==> src/hdl/lkce_pkg.sv <==
// ----------------------------------------------------------------------------
// lkce_pkg
// Shared types and constants for the ladder keypad code entry block: key
// codes, result status codes, entry phases and the voltage window table.
// ----------------------------------------------------------------------------
package lkce_pkg;

  localparam int SAMPLE_W = 8;
  localparam int KEY_W    = 4;
  localparam int STATUS_W = 3;
  localparam int INDEX_W  = 2;
  localparam int BOUND_W  = 9;
  localparam int NUM_WIN  = 14;

  // Key codes beyond the digits 0 to 9
  localparam logic [KEY_W-1:0] KEY_TEN    = 4'd10;
  localparam logic [KEY_W-1:0] KEY_CANCEL = 4'd11;
  localparam logic [KEY_W-1:0] KEY_UNUSED = 4'd12;
  localparam logic [KEY_W-1:0] KEY_IDLE   = 4'd13;
  localparam logic [KEY_W-1:0] KEY_ERROR  = 4'd14;

  // Result status codes
  typedef enum logic [STATUS_W-1:0] {
    ST_WAIT    = 3'd0,
    ST_DIGIT   = 3'd1,
    ST_DONE    = 3'd2,
    ST_NOKEY   = 3'd3,
    ST_INVALID = 3'd4,
    ST_CANCEL  = 3'd5
  } status_t;

  // Code entry phases
  typedef enum logic [1:0] {
    PH_NONE    = 2'd0,
    PH_RELEASE = 2'd1,
    PH_PRESS   = 2'd2
  } phase_t;

  // One voltage window: both bounds exclusive
  typedef struct packed {
    logic [BOUND_W-1:0] lo;
    logic [BOUND_W-1:0] hi;
    logic [KEY_W-1:0]   code;
  } window_t;

  // Windows in priority order; the first match wins
  localparam window_t WINDOWS [NUM_WIN] = '{
    '{lo: 9'd17,  hi: 9'd23,  code: 4'd1},
    '{lo: 9'd35,  hi: 9'd41,  code: 4'd2},
    '{lo: 9'd50,  hi: 9'd56,  code: 4'd3},
    '{lo: 9'd103, hi: 9'd109, code: 4'd4},
    '{lo: 9'd86,  hi: 9'd92,  code: 4'd5},
    '{lo: 9'd68,  hi: 9'd74,  code: 4'd6},
    '{lo: 9'd123, hi: 9'd129, code: 4'd7},
    '{lo: 9'd145, hi: 9'd151, code: 4'd8},
    '{lo: 9'd166, hi: 9'd172, code: 4'd9},
    '{lo: 9'd230, hi: 9'd236, code: 4'd0},
    '{lo: 9'd207, hi: 9'd213, code: KEY_TEN},
    '{lo: 9'd186, hi: 9'd192, code: KEY_CANCEL},
    '{lo: 9'd248, hi: 9'd252, code: KEY_UNUSED},
    '{lo: 9'd251, hi: 9'd256, code: KEY_IDLE}
  };

endpackage

==> src/hdl/lkce_if.sv <==
// ----------------------------------------------------------------------------
// lkce_if
// Valid/ready channels of the ladder keypad code entry block: one for
// samples, one for results.
// ----------------------------------------------------------------------------
interface lkce_in_if import lkce_pkg::*; ();
  logic                valid;
  logic                ready;
  logic [SAMPLE_W-1:0] sample;
  logic                start_req;

  modport source (output valid, output sample, output start_req, input ready);
  modport sink   (input valid, input sample, input start_req, output ready);
endinterface

interface lkce_out_if import lkce_pkg::*; ();
  logic                valid;
  logic                ready;
  logic [STATUS_W-1:0] status;
  logic [KEY_W-1:0]    key;
  logic [INDEX_W-1:0]  digit_index;

  modport source (output valid, output status, output key, output digit_index,
                  input ready);
  modport sink   (input valid, input status, input key, input digit_index,
                  output ready);
endinterface

==> src/hdl/lkce_classify.sv <==
// ----------------------------------------------------------------------------
// lkce_classify
// Sorts one ladder sample into a key code through the window table.
// ----------------------------------------------------------------------------
module lkce_classify import lkce_pkg::*; (
  input  logic [SAMPLE_W-1:0] sample,
  output logic [KEY_W-1:0]    key
);

  logic [BOUND_W-1:0] s_ext;

  assign s_ext = BOUND_W'(sample);

  // Walk the table backwards so the earliest matching window wins
  always_comb begin
    key = KEY_ERROR;
    for (int i = NUM_WIN - 1; i >= 0; i--) begin
      if (s_ext > WINDOWS[i].lo && s_ext < WINDOWS[i].hi) begin
        key = WINDOWS[i].code;
      end
    end
  end

endmodule

==> src/hdl/ladder_keypad_code_entry.sv <==
// ----------------------------------------------------------------------------
// ladder_keypad_code_entry
// Decodes ladder keypad samples into keys and runs the code entry sequence.
// ----------------------------------------------------------------------------
// Usage:
//   in  : one settled 8-bit ladder sample per transfer, with start_req set on
//         the sample that opens a new entry (it is the first key read).
//   out : exactly one result per sample: status, the sample's key code and
//         the index of the digit accepted on that sample.
//   The sample is held in an input register, then classified and applied to
//   the entry state on its way into the result register. One sample is taken
//   every cycle while results are drained; the window compares and the phase
//   update are the only logic between the two registers.
//   When the receiver stalls, the result register holds and the input
//   register fills; in.ready drops only while both are occupied.
//   Reset empties both registers and leaves no entry running with no digits
//   taken.
// ----------------------------------------------------------------------------
module ladder_keypad_code_entry import lkce_pkg::*; #(
  parameter int DIGITS = 4
) (
  input  logic        clk,
  input  logic        rst,
  lkce_in_if.sink     in,
  lkce_out_if.source  out
);

  localparam int CNT_W = $clog2(DIGITS + 1);

  // Input register
  logic                s1_valid;
  logic [SAMPLE_W-1:0] s1_sample;
  logic                s1_start;
  logic                advance;

  // Entry state
  phase_t              phase;
  phase_t              phase_next;
  logic [CNT_W-1:0]    digits_taken;
  logic [CNT_W-1:0]    digits_taken_next;
  logic [CNT_W-1:0]    cnt_inc;
  logic                full;

  // Decoded sample
  logic [KEY_W-1:0]    key;
  logic                is_nokey;
  logic                take_digit;

  // Result register
  logic                out_valid;
  status_t             status_reg;
  status_t             status_next;
  logic [KEY_W-1:0]    key_reg;
  logic [INDEX_W-1:0]  index_reg;
  logic [INDEX_W-1:0]  index_next;

  lkce_classify u_classify (
    .sample (s1_sample),
    .key    (key)
  );

  assign advance  = s1_valid && (!out_valid || out.ready);
  assign in.ready = !s1_valid || advance;

  assign is_nokey = (key == KEY_IDLE) || (key == KEY_ERROR);
  assign cnt_inc  = s1_start ? CNT_W'(1) : digits_taken + 1'b1;
  assign full     = cnt_inc >= CNT_W'(DIGITS);

  // Decide whether this sample is taken as the next digit
  always_comb begin
    if (s1_start) begin
      take_digit = !is_nokey && (key != KEY_TEN);
    end else if (phase == PH_PRESS) begin
      take_digit = !is_nokey && (key != KEY_CANCEL) && (key != KEY_UNUSED) &&
                   (key != KEY_TEN);
    end else begin
      take_digit = 1'b0;
    end
  end

  // Next phase and digit count
  always_comb begin
    phase_next        = phase;
    digits_taken_next = digits_taken;
    if (s1_start) begin
      digits_taken_next = take_digit ? cnt_inc : '0;
      phase_next        = (take_digit && !full) ? PH_RELEASE : PH_NONE;
    end else begin
      unique case (phase)
        PH_RELEASE: begin
          if (key == KEY_IDLE) begin
            phase_next = PH_PRESS;
          end
        end
        PH_PRESS: begin
          if (take_digit) begin
            digits_taken_next = cnt_inc;
            phase_next        = full ? PH_NONE : PH_RELEASE;
          end else if (!is_nokey) begin
            phase_next = PH_NONE;
          end
        end
        default: begin
          phase_next = PH_NONE;
        end
      endcase
    end
  end

  // Result fields
  always_comb begin
    status_next = ST_WAIT;
    index_next  = '0;
    if (take_digit) begin
      status_next = full ? ST_DONE : ST_DIGIT;
      index_next  = s1_start ? '0 : INDEX_W'(digits_taken);
    end else if (s1_start) begin
      status_next = is_nokey ? ST_NOKEY : ST_INVALID;
    end else if (phase == PH_PRESS && !is_nokey) begin
      status_next = (key == KEY_CANCEL) ? ST_CANCEL : ST_INVALID;
    end
  end

  // Load the input register on each transfer, drop it when it advances
  always_ff @(posedge clk) begin
    if (rst) begin
      s1_valid <= 1'b0;
    end else if (in.valid && in.ready) begin
      s1_valid <= 1'b1;
    end else if (advance) begin
      s1_valid <= 1'b0;
    end
  end

  always_ff @(posedge clk) begin
    if (in.valid && in.ready) begin
      s1_sample <= in.sample;
      s1_start  <= in.start_req;
    end
  end

  // Update entry state as each sample passes into the result register
  always_ff @(posedge clk) begin
    if (rst) begin
      phase        <= PH_NONE;
      digits_taken <= '0;
    end else if (advance) begin
      phase        <= phase_next;
      digits_taken <= digits_taken_next;
    end
  end

  // Result register: hold while stalled, clear after the transfer
  always_ff @(posedge clk) begin
    if (rst) begin
      out_valid <= 1'b0;
    end else if (advance) begin
      out_valid <= 1'b1;
    end else if (out.ready) begin
      out_valid <= 1'b0;
    end
  end

  always_ff @(posedge clk) begin
    if (advance) begin
      status_reg <= status_next;
      key_reg    <= key;
      index_reg  <= index_next;
    end
  end

  assign out.valid       = out_valid;
  assign out.status      = status_reg;
  assign out.key         = key_reg;
  assign out.digit_index = index_reg;

  // The digit count never passes the code length
  a_count_bound: assert property (@(posedge clk) disable iff (rst)
    digits_taken <= CNT_W'(DIGITS))
    else $error("digit count beyond code length");

  // Waiting for a press means an entry is under way and not yet full
  a_press_count: assert property (@(posedge clk) disable iff (rst)
    phase == PH_PRESS |-> digits_taken != '0 && digits_taken < CNT_W'(DIGITS))
    else $error("press phase with bad digit count");

  // An accepted digit is never an idle or error reading
  a_digit_key: assert property (@(posedge clk) disable iff (rst)
    out.valid && (out.status == ST_DIGIT || out.status == ST_DONE) |->
      out.key != KEY_IDLE && out.key != KEY_ERROR)
    else $error("digit accepted from idle or error sample");

  // Input backpressure only when both registers are full and stalled
  a_ready: assert property (@(posedge clk) disable iff (rst)
    !in.ready |-> s1_valid && out.valid && !out.ready)
    else $error("input stalled without a stalled result");

endmodule

==> src/flat_wrapper.sv <==
// flat-port wrapper written by rule: the top's interface ports become plain ports
module ladder_keypad_code_entry_flat import lkce_pkg::*;
#(
  parameter int DIGITS = 4
)
  (clk, rst, in_valid, in_sample, in_start_req, in_ready, out_valid, out_status, out_key, out_digit_index, out_ready);
  lkce_in_if in_i ();
  lkce_out_if out_i ();
  input  logic clk;
  input  logic rst;
  input wire logic [$bits(in_i.valid)-1:0] in_valid;
  input wire logic [$bits(in_i.sample)-1:0] in_sample;
  input wire logic [$bits(in_i.start_req)-1:0] in_start_req;
  output wire logic [$bits(in_i.ready)-1:0] in_ready;
  output wire logic [$bits(out_i.valid)-1:0] out_valid;
  output wire logic [$bits(out_i.status)-1:0] out_status;
  output wire logic [$bits(out_i.key)-1:0] out_key;
  output wire logic [$bits(out_i.digit_index)-1:0] out_digit_index;
  input wire logic [$bits(out_i.ready)-1:0] out_ready;
  assign in_i.valid = in_valid;
  assign in_i.sample = in_sample;
  assign in_i.start_req = in_start_req;
  assign in_ready = in_i.ready;
  assign out_valid = out_i.valid;
  assign out_status = out_i.status;
  assign out_key = out_i.key;
  assign out_digit_index = out_i.digit_index;
  assign out_i.ready = out_ready;
  ladder_keypad_code_entry #(.DIGITS(DIGITS)) u_core (.clk(clk), .rst(rst), .in(in_i), .out(out_i));
endmodule
==> config.mk <==
export PLATFORM = sky130hd
export DESIGN_NAME = ladder_keypad_code_entry_flat
export DESIGN_NICKNAME = d
export VERILOG_FILES = /design/src/hdl/lkce_pkg.sv /design/src/hdl/lkce_if.sv /design/src/hdl/lkce_classify.sv /design/src/hdl/ladder_keypad_code_entry.sv /design/src/flat_wrapper.sv
export SDC_FILE = /design/constraint.sdc
export NUM_CORES = 1
export LEC_CHECK = 0
export BUFFER_PORTS_ARGS = -buffer_cell sky130_fd_sc_hd__buf_2
export CAP_MARGIN = 20
export CORE_UTILIZATION = 52
export CTS_BUF_LIST = sky130_fd_sc_hd__clkbuf_2 sky130_fd_sc_hd__clkbuf_4 sky130_fd_sc_hd__clkbuf_8
export DETAILED_ROUTE_END_ITERATION = 16
export PLACE_DENSITY = 0.78
export SKIP_CTS_REPAIR_TIMING = 1
export SYNTH_ARGS = -nofsm -noshare
export SYNTH_HDL_FRONTEND = slang
export SYNTH_HIERARCHICAL = 1
export SYNTH_SLANG_ARGS = --single-unit
==> constraint.sdc <==
create_clock -name clk -period 2.37 [get_ports clk]
set_input_delay 0.3555 -clock clk [delete_from_list [all_inputs] [get_ports clk]]
set_output_delay 0.3555 -clock clk [all_outputs]
set_load 0.05 [all_outputs]
Yosys cells after proc, flatten, opt, wreduce, memory -nomap -nowiden
Index checks and enable logic that the tools add are counted.
- bits in registers: 25
- output and inout port bits: 11
- logic and storage cells: 124
- add/subtract/negate cells: 1
- magnitude comparators: 29
- equality and inequality tests: 10
- multiplexer cells: 38
- bitwise operators: 1
- reduce and logical (&&, ||, !) cells: 36
- operator list (operator ; count):
    > comparator 8 bit, second input constant ; 7
    less-than comparator 8 bit, second input constant ; 7
    two-way mux 4 bit ; 13
    > comparator 8 x 7 -> 1 bit, second input constant ; 4
    two-way mux 3 bit ; 9
    less-than comparator 8 x 7 -> 1 bit, second input constant ; 3
    logical AND 1 bit ; 22
    > comparator 8 x 6 -> 1 bit, second input constant ; 2
    less-than comparator 8 x 6 -> 1 bit, second input constant ; 2
    equality test 4 bit, second input constant ; 3
    two-way mux 2 bit ; 6
    != test 4 bit, second input constant ; 3
    less-than comparator 8 x 9 -> 1 bit, second input constant ; 1
    two-way mux 1 bit ; 9
    > comparator 8 x 5 -> 1 bit, second input constant ; 1
    less-than comparator 8 x 5 -> 1 bit, second input constant ; 1
    nonzero test 2 bit ; 4
    AND reduction 3 bit ; 2
    logical NOT 1 bit ; 4
    != test 4 x 3 -> 1 bit, second input constant ; 1
    case mux 2 bit (2 select lines) ; 1
    adder 3 x 1 -> 3 bit, second input constant ; 1
    >= comparator 3 bit, second input constant ; 1
    logical OR 1 bit ; 3
    other kinds (5) ; 5

Longest topological paths before layout
- depth in word-level cells: 27
- mapped depth: 11
- depth with buffers taken out: 9

By module
Netlist, hierarchy kept.
- by module, submodules not included (module ; times used ; cells an instance ; area each (µm²) ; sequential area each (µm²)):
    ladder_keypad_code_entry ; 1 ; 89 ; 1094.8 ; 680.7
    lkce_classify ; 1 ; 62 ; 384.1 ; 0.0

Least setup slack after synthesis
Ideal clock, no wire load.
- path kind: register to register
- start: reg u_core.s1_sample[2]
- end: reg u_core.digits_taken[0]
- setup time: 0.060 ns
- arrival time: 2.549 ns
- data required time: 2.310 ns
- setup slack: -0.239 ns
- cell stages (with the launch flop): 10
- period minus slack after synthesis: 2.609 ns
- cell sequence: edfxtp_1 > buf_6 > xor2_1 > nor3_1 > a22o_1 > nor4_1 > nand3_1 > a211o_1 > o2bb2ai_1 > a32o_2
- elaborated cells between the ends (all ways): 73
- RTL lines (item ; line ; source):
    start, declared ; ladder_keypad_code_entry.sv:32 ; logic [SAMPLE_W-1:0] s1_sample;
    start signal, assigned ; ladder_keypad_code_entry.sv:137 ; s1_sample <= in.sample;
    > comparator 8 bit / less-than comparator 8 bit (equally long branches) ; lkce_classify.sv:18 ; if (s_ext > WINDOWS[i].lo && s_ext < WINDOWS[i].hi) begin
    logical AND 1 bit ; lkce_classify.sv:18 ;
    two-way mux 4 bit (11 in series) ; lkce_classify.sv:18 ;
    two-way mux 4 bit (*) ; lkce_classify.sv:18 ;
    via u_core.key[2] ; ladder_keypad_code_entry.sv:45 ; logic [KEY_W-1:0] key;
    equality test 4 bit ; ladder_keypad_code_entry.sv:65 ; assign is_nokey = (key == KEY_IDLE) || (key == KEY_ERROR);
    logical OR 1 bit ; ladder_keypad_code_entry.sv:65 ;
    logical NOT 1 bit ; ladder_keypad_code_entry.sv:72, ladder_keypad_code_entry.sv:74 ;
    logical AND 1 bit (3 in series) ; ladder_keypad_code_entry.sv:74 ; take_digit = !is_nokey && (key != KEY_CANCEL) && (key != KEY_UNUSED) &&
    two-way mux 1 bit ; ladder_keypad_code_entry.sv:73 ; end else if (phase == PH_PRESS) begin
    two-way mux 1 bit (*) ; ladder_keypad_code_entry.sv:71 ; if (s1_start) begin
    nonzero test 2 bit (no source line) / two-way mux 3 bit (equally long branches) ; - ;
    AND reduction 3 bit (no source line) / two-way mux 3 bit (equally long branches) ; - ;
    end signal, assigned ; ladder_keypad_code_entry.sv:149 ; digits_taken <= digits_taken_next;
    end, declared ; ladder_keypad_code_entry.sv:39 ; logic [CNT_W-1:0] digits_taken;
The timed path passes the listed nets; every way through them passes the cells marked *.
A chain may end at the register's enable or synchronous reset.

Worst setup path in the final report
- start: reg u_core.s1_sample[6]
- end: reg u_core.digits_taken[0]
- cells in the longest elaborated chain, start to end: 26
- elaborated cells between the ends (all ways): 73
- ends and longest elaborated chain (item ; line):
    less-than comparator 8 x 9 -> 1 bit / > comparator 8 bit (equally long branches) ; lkce_classify.sv:18
    logical AND 1 bit ; lkce_classify.sv:18
    two-way mux 2 bit ; lkce_classify.sv:18
    two-way mux 4 bit (12 in series) ; lkce_classify.sv:18
    two-way mux 4 bit (*) ; lkce_classify.sv:18
    via u_core.key[0] ; ladder_keypad_code_entry.sv:45
    equality test 4 bit ; ladder_keypad_code_entry.sv:65
    logical OR 1 bit ; ladder_keypad_code_entry.sv:65
    logical NOT 1 bit ; ladder_keypad_code_entry.sv:72, ladder_keypad_code_entry.sv:74
    logical AND 1 bit (3 in series) ; ladder_keypad_code_entry.sv:74
    two-way mux 1 bit ; ladder_keypad_code_entry.sv:73
    two-way mux 1 bit (*) ; ladder_keypad_code_entry.sv:71
    nonzero test 2 bit (no source line) / two-way mux 3 bit (equally long branches) ; -
    AND reduction 3 bit (no source line) / two-way mux 3 bit (equally long branches) ; -
Marks and branches as above.

==> flow_summary.yaml <==
status:
  status: "complete, but fails checks"
  violations: "negative setup slack"
flow_run:
  cap_violations: 0
drt:
  wire_per_inst_um: 14.8
  drt_iter0_markers: 79
  via_count: 1413
  wl_met2_mm: 1.64
  post-route-drc-count: 0
  highest_layer: "met4"
  ant_nets: 0
  drtPass1Iterations: 4
  post_drt_via_cell_ratio: 6.06
  routed_wirelength_mm: 3.45
  wl_met3_um: 266
  wl_met1_mm: 1.48
yosys:
  yosysWarningCount: 6
  synth-edff-count: 18
  yosys.area_share.xor_xnor_pct: 2.96
  synth-seq-area-share_pct: 46.0
  synth_nets: 165
  synth_area_leaders: "edfxtp_1, dfxtp_1, a21oi_1"
  synth_compound_area_share_pct: 22.3
  synthArstFlopShare_pct: 0
  synthSimpleGateAreaFrac_pct: 20.7
  synthAdderAreaFrac_pct: 1.52
  synthMuxAreaShare_pct: 0
  synth_area_mm2: 0.00148
  synth_flop_cell: "edfxtp_1"
  post-synth-top-area-cell: "edfxtp_1"
  synth.distinct_cells: 50
  netlist.area_leader.share_pct: 36.5
  syn_avg_cell_area_um2: 9.79
  synth_cells: 151
  synth_top_family_by_area: "compound AO/OA/AOI/OAI gates"
  ys_ff_latch: 25
critical_path:
  crit_type: "register to register"
  crit_path_end: "u_core/digits_taken[0]$_SDFFE_PP0P_"
  crit_fanout: 8
  cp-end-kind: "register"
  max_stage_delay_ns: 0.54
  crit_arrival_ns: 2.75
  crit_path_start_kind: "register"
  startpoint: "u_core/s1_sample[6]$_DFFE_PP_"
  worst-r2r-setup-slack_ns: -0.11
  crit_chain: "nor2_2 -> nand3b_1 -> a221oi_2 -> a41o_1 -> a311o_1 -> buf_4 -> nand3_1 -> a211o_1 -> o2bb2ai_2 -> a32o_2"
  critPathRequiredTime_ns: 2.64
  r2r-start: "u_core/s1_sample[6]$_DFFE_PP_"
  rr_worst_depth: 10
  rr_endpoint: "u_core/digits_taken[0]$_SDFFE_PP0P_"
  cp_slowest_cell: "edfxtp_1"
sta:
  slew_violations: 0
  max_freq_mhz: 404
  fin_crit_ns: 2.48
  rsz0062_at_grt: "true"
  timing.slew.headroom_pct: 68.8
  period_share_pct: 105
  setup_viol: 8
  setup_slack_ns: -0.107
  hold_violations: 0
  worst_pin_slew_ns: 0.468
  fin_skew_ns: 0.0129
  setup_tns_ns: -0.612
place:
  io_buffers: 23
  globalplace.congestion: 0.991
  hpwlAfterDp_mm: 2.25
  dp.cells: 218
clock_tree:
  cts-buffers-inserted: 3
  cts_max_level: 1
  clkTransAtPathRegs_ns: 0.14
  clk_latency_ns: 0.32
  cts_sinks: 25
  cts_root_buf: "clkbuf_4"
  cts_tree: "done"
  ctsLongestPathBuffers: 2
power_and_ir_drop:
  power.density_mw_per_mm2: 479
  cellLeakagePower_nw: 0.778
  intPower_w: 0.000660
  power_frac_clock_pct: 19.8
  switchingPower_w: 0.000272
  pwr-share-comb_pct: 25.4
  p_sw_share_pct: 29.1
  ir_drop_mv: 0.380
  p_seq_share_pct: 54.8
die:
  ios: 24
  die_h_um: 55.3
  start_util_pct: 57.1
  dieArea_mm2: 0.00306
  die_x_um: 55.3
  core_area_mm2: 0.00259
  rows: 18
cells_and_area:
  drive_above_1_share_pct: 39.4
  largest_reg_flops: 8
  fin_nets: 218
  final_common_cell: "buf_4"
  multiInputGateArea_um2: 786
  area_growth_pct: 31.6
  final_cell_mix: "buf_4, buf_2, edfxtp_1, inv_1, nand2_1"
  regArea_um2: 681
  fillCellCount: 177
  final_cells: 233
  antenna_cells: 0
global_route:
  grt_pass1_vias: 1194
  grt.total_usage_pct: 19.9
  antenna_found_initial: 0
  grt.overflow.total: 0
  grt_max_degree: 15
  grt_pass1_wl_mm: 4.95
min_path:
  hold_class: "primary input to register"
## worst max-delay path, delay by kind of cell (launching register included)
family / cells / cell delay [ns]
AOI/OAI and AO/OA: 6 / 1.31
buffers and inverters: 1 / 0.13
DFF: 1 / 0.54
and+or+nand+nor: 3 / 0.45
## stage by stage
step / setup WS [ns] / hold WS [ns] / util [%] / cell area [um^2] / power [W]
finish: -0.107 / 0.216 / 75.2 / 1950 / 0.000932
floorplan: 0.00941 / 0.454 / - / 1490 / 0.000649
detailed placement: -0.124 / 0.482 / 67.7 / 1750 / 0.000717
CTS: -0.138 / 0.207 / 68.7 / 1780 / 0.000900
global placement: -0.157 / 0.467 / 67.7 / 1750 / 0.000714
global route: -0.177 / 0.201 / 75.2 / 1950 / 0.000976
## worst min path at each step
stage,startpoint,end,slack (ns),depth (start not counted)
4_1_cts,in_sample[7],u_core/s1_sample[7]$_DFFE_PP_,0.21,1
3_3_place_gp,u_core/phase[0]$_SDFFE_PP0P_,u_core/phase[0]$_SDFFE_PP0P_,0.47,2
6_report,in_sample[7],u_core/s1_sample[7]$_DFFE_PP_,0.22,1
2_1_floorplan,in_sample[0],u_core/s1_sample[0]$_DFFE_PP_,0.45,0
3_5_place_dp,u_core/digits_taken[1]$_SDFFE_PP0P_,u_core/digits_taken[1]$_SDFFE_PP0P_,0.48,1
5_1_grt,in_sample[7],u_core/s1_sample[7]$_DFFE_PP_,0.20,1
## final cells by class
type                       count  share of cell area [%]
inverter                       8                    1.54
clock inverter                 1                   0.257
multi-input combinational    108                    40.4
timing repair buffer          58                    19.8
clock buffer                   3                    1.16
sequential                    25                    35.0
tap                           30                    1.93
## power groups by stage
stage	logic [W]	registers, W	clock network (W)
finish	0.000237	0.000510	0.000185
global route	0.000253	0.000513	0.000209
CTS	0.000198	0.000510	0.000192
detailed placement	0.000197	0.000520	0
global placement	0.000195	0.000519	0
floorplan	0.000110	0.000539	0
## Yosys cell counts, drive strengths merged, types with 3 or more instances
| library cell | count |
|---|---|
| a211oi | 4 |
| a21oi | 9 |
| nor3 | 9 |
| nand3 | 6 |
| edfxtp | 18 |
| nand2 | 8 |
| buf | 9 |
| and2 | 3 |
| nand2b | 6 |
| and3 | 4 |
| inv | 8 |
| nor2 | 8 |
| xor2 | 3 |
| dfxtp | 7 |
| nor3b | 3 |
| o21ai | 5 |
| a31oi | 3 |
## cell families (layout without fill, tap and decap cells)
group	after synthesis	count (layout)
AO/OA/AOI/OAI	45	45
XOR/XNOR	5	5
adder cells (fa/ha/maj)	2	2
buffers and inverters	18	70
flip-flops	25	25
AND/OR/NAND/NOR	56	56
## metal layers
layer  up-vias  global-route usage [%]
met5         -                       0
met4         0                    6.43
met3        10                    4.22
met2        71                    31.7
met1       652                    27.0
li1        680                       -
No activity file was read; power rests on OpenSTA's default activity.
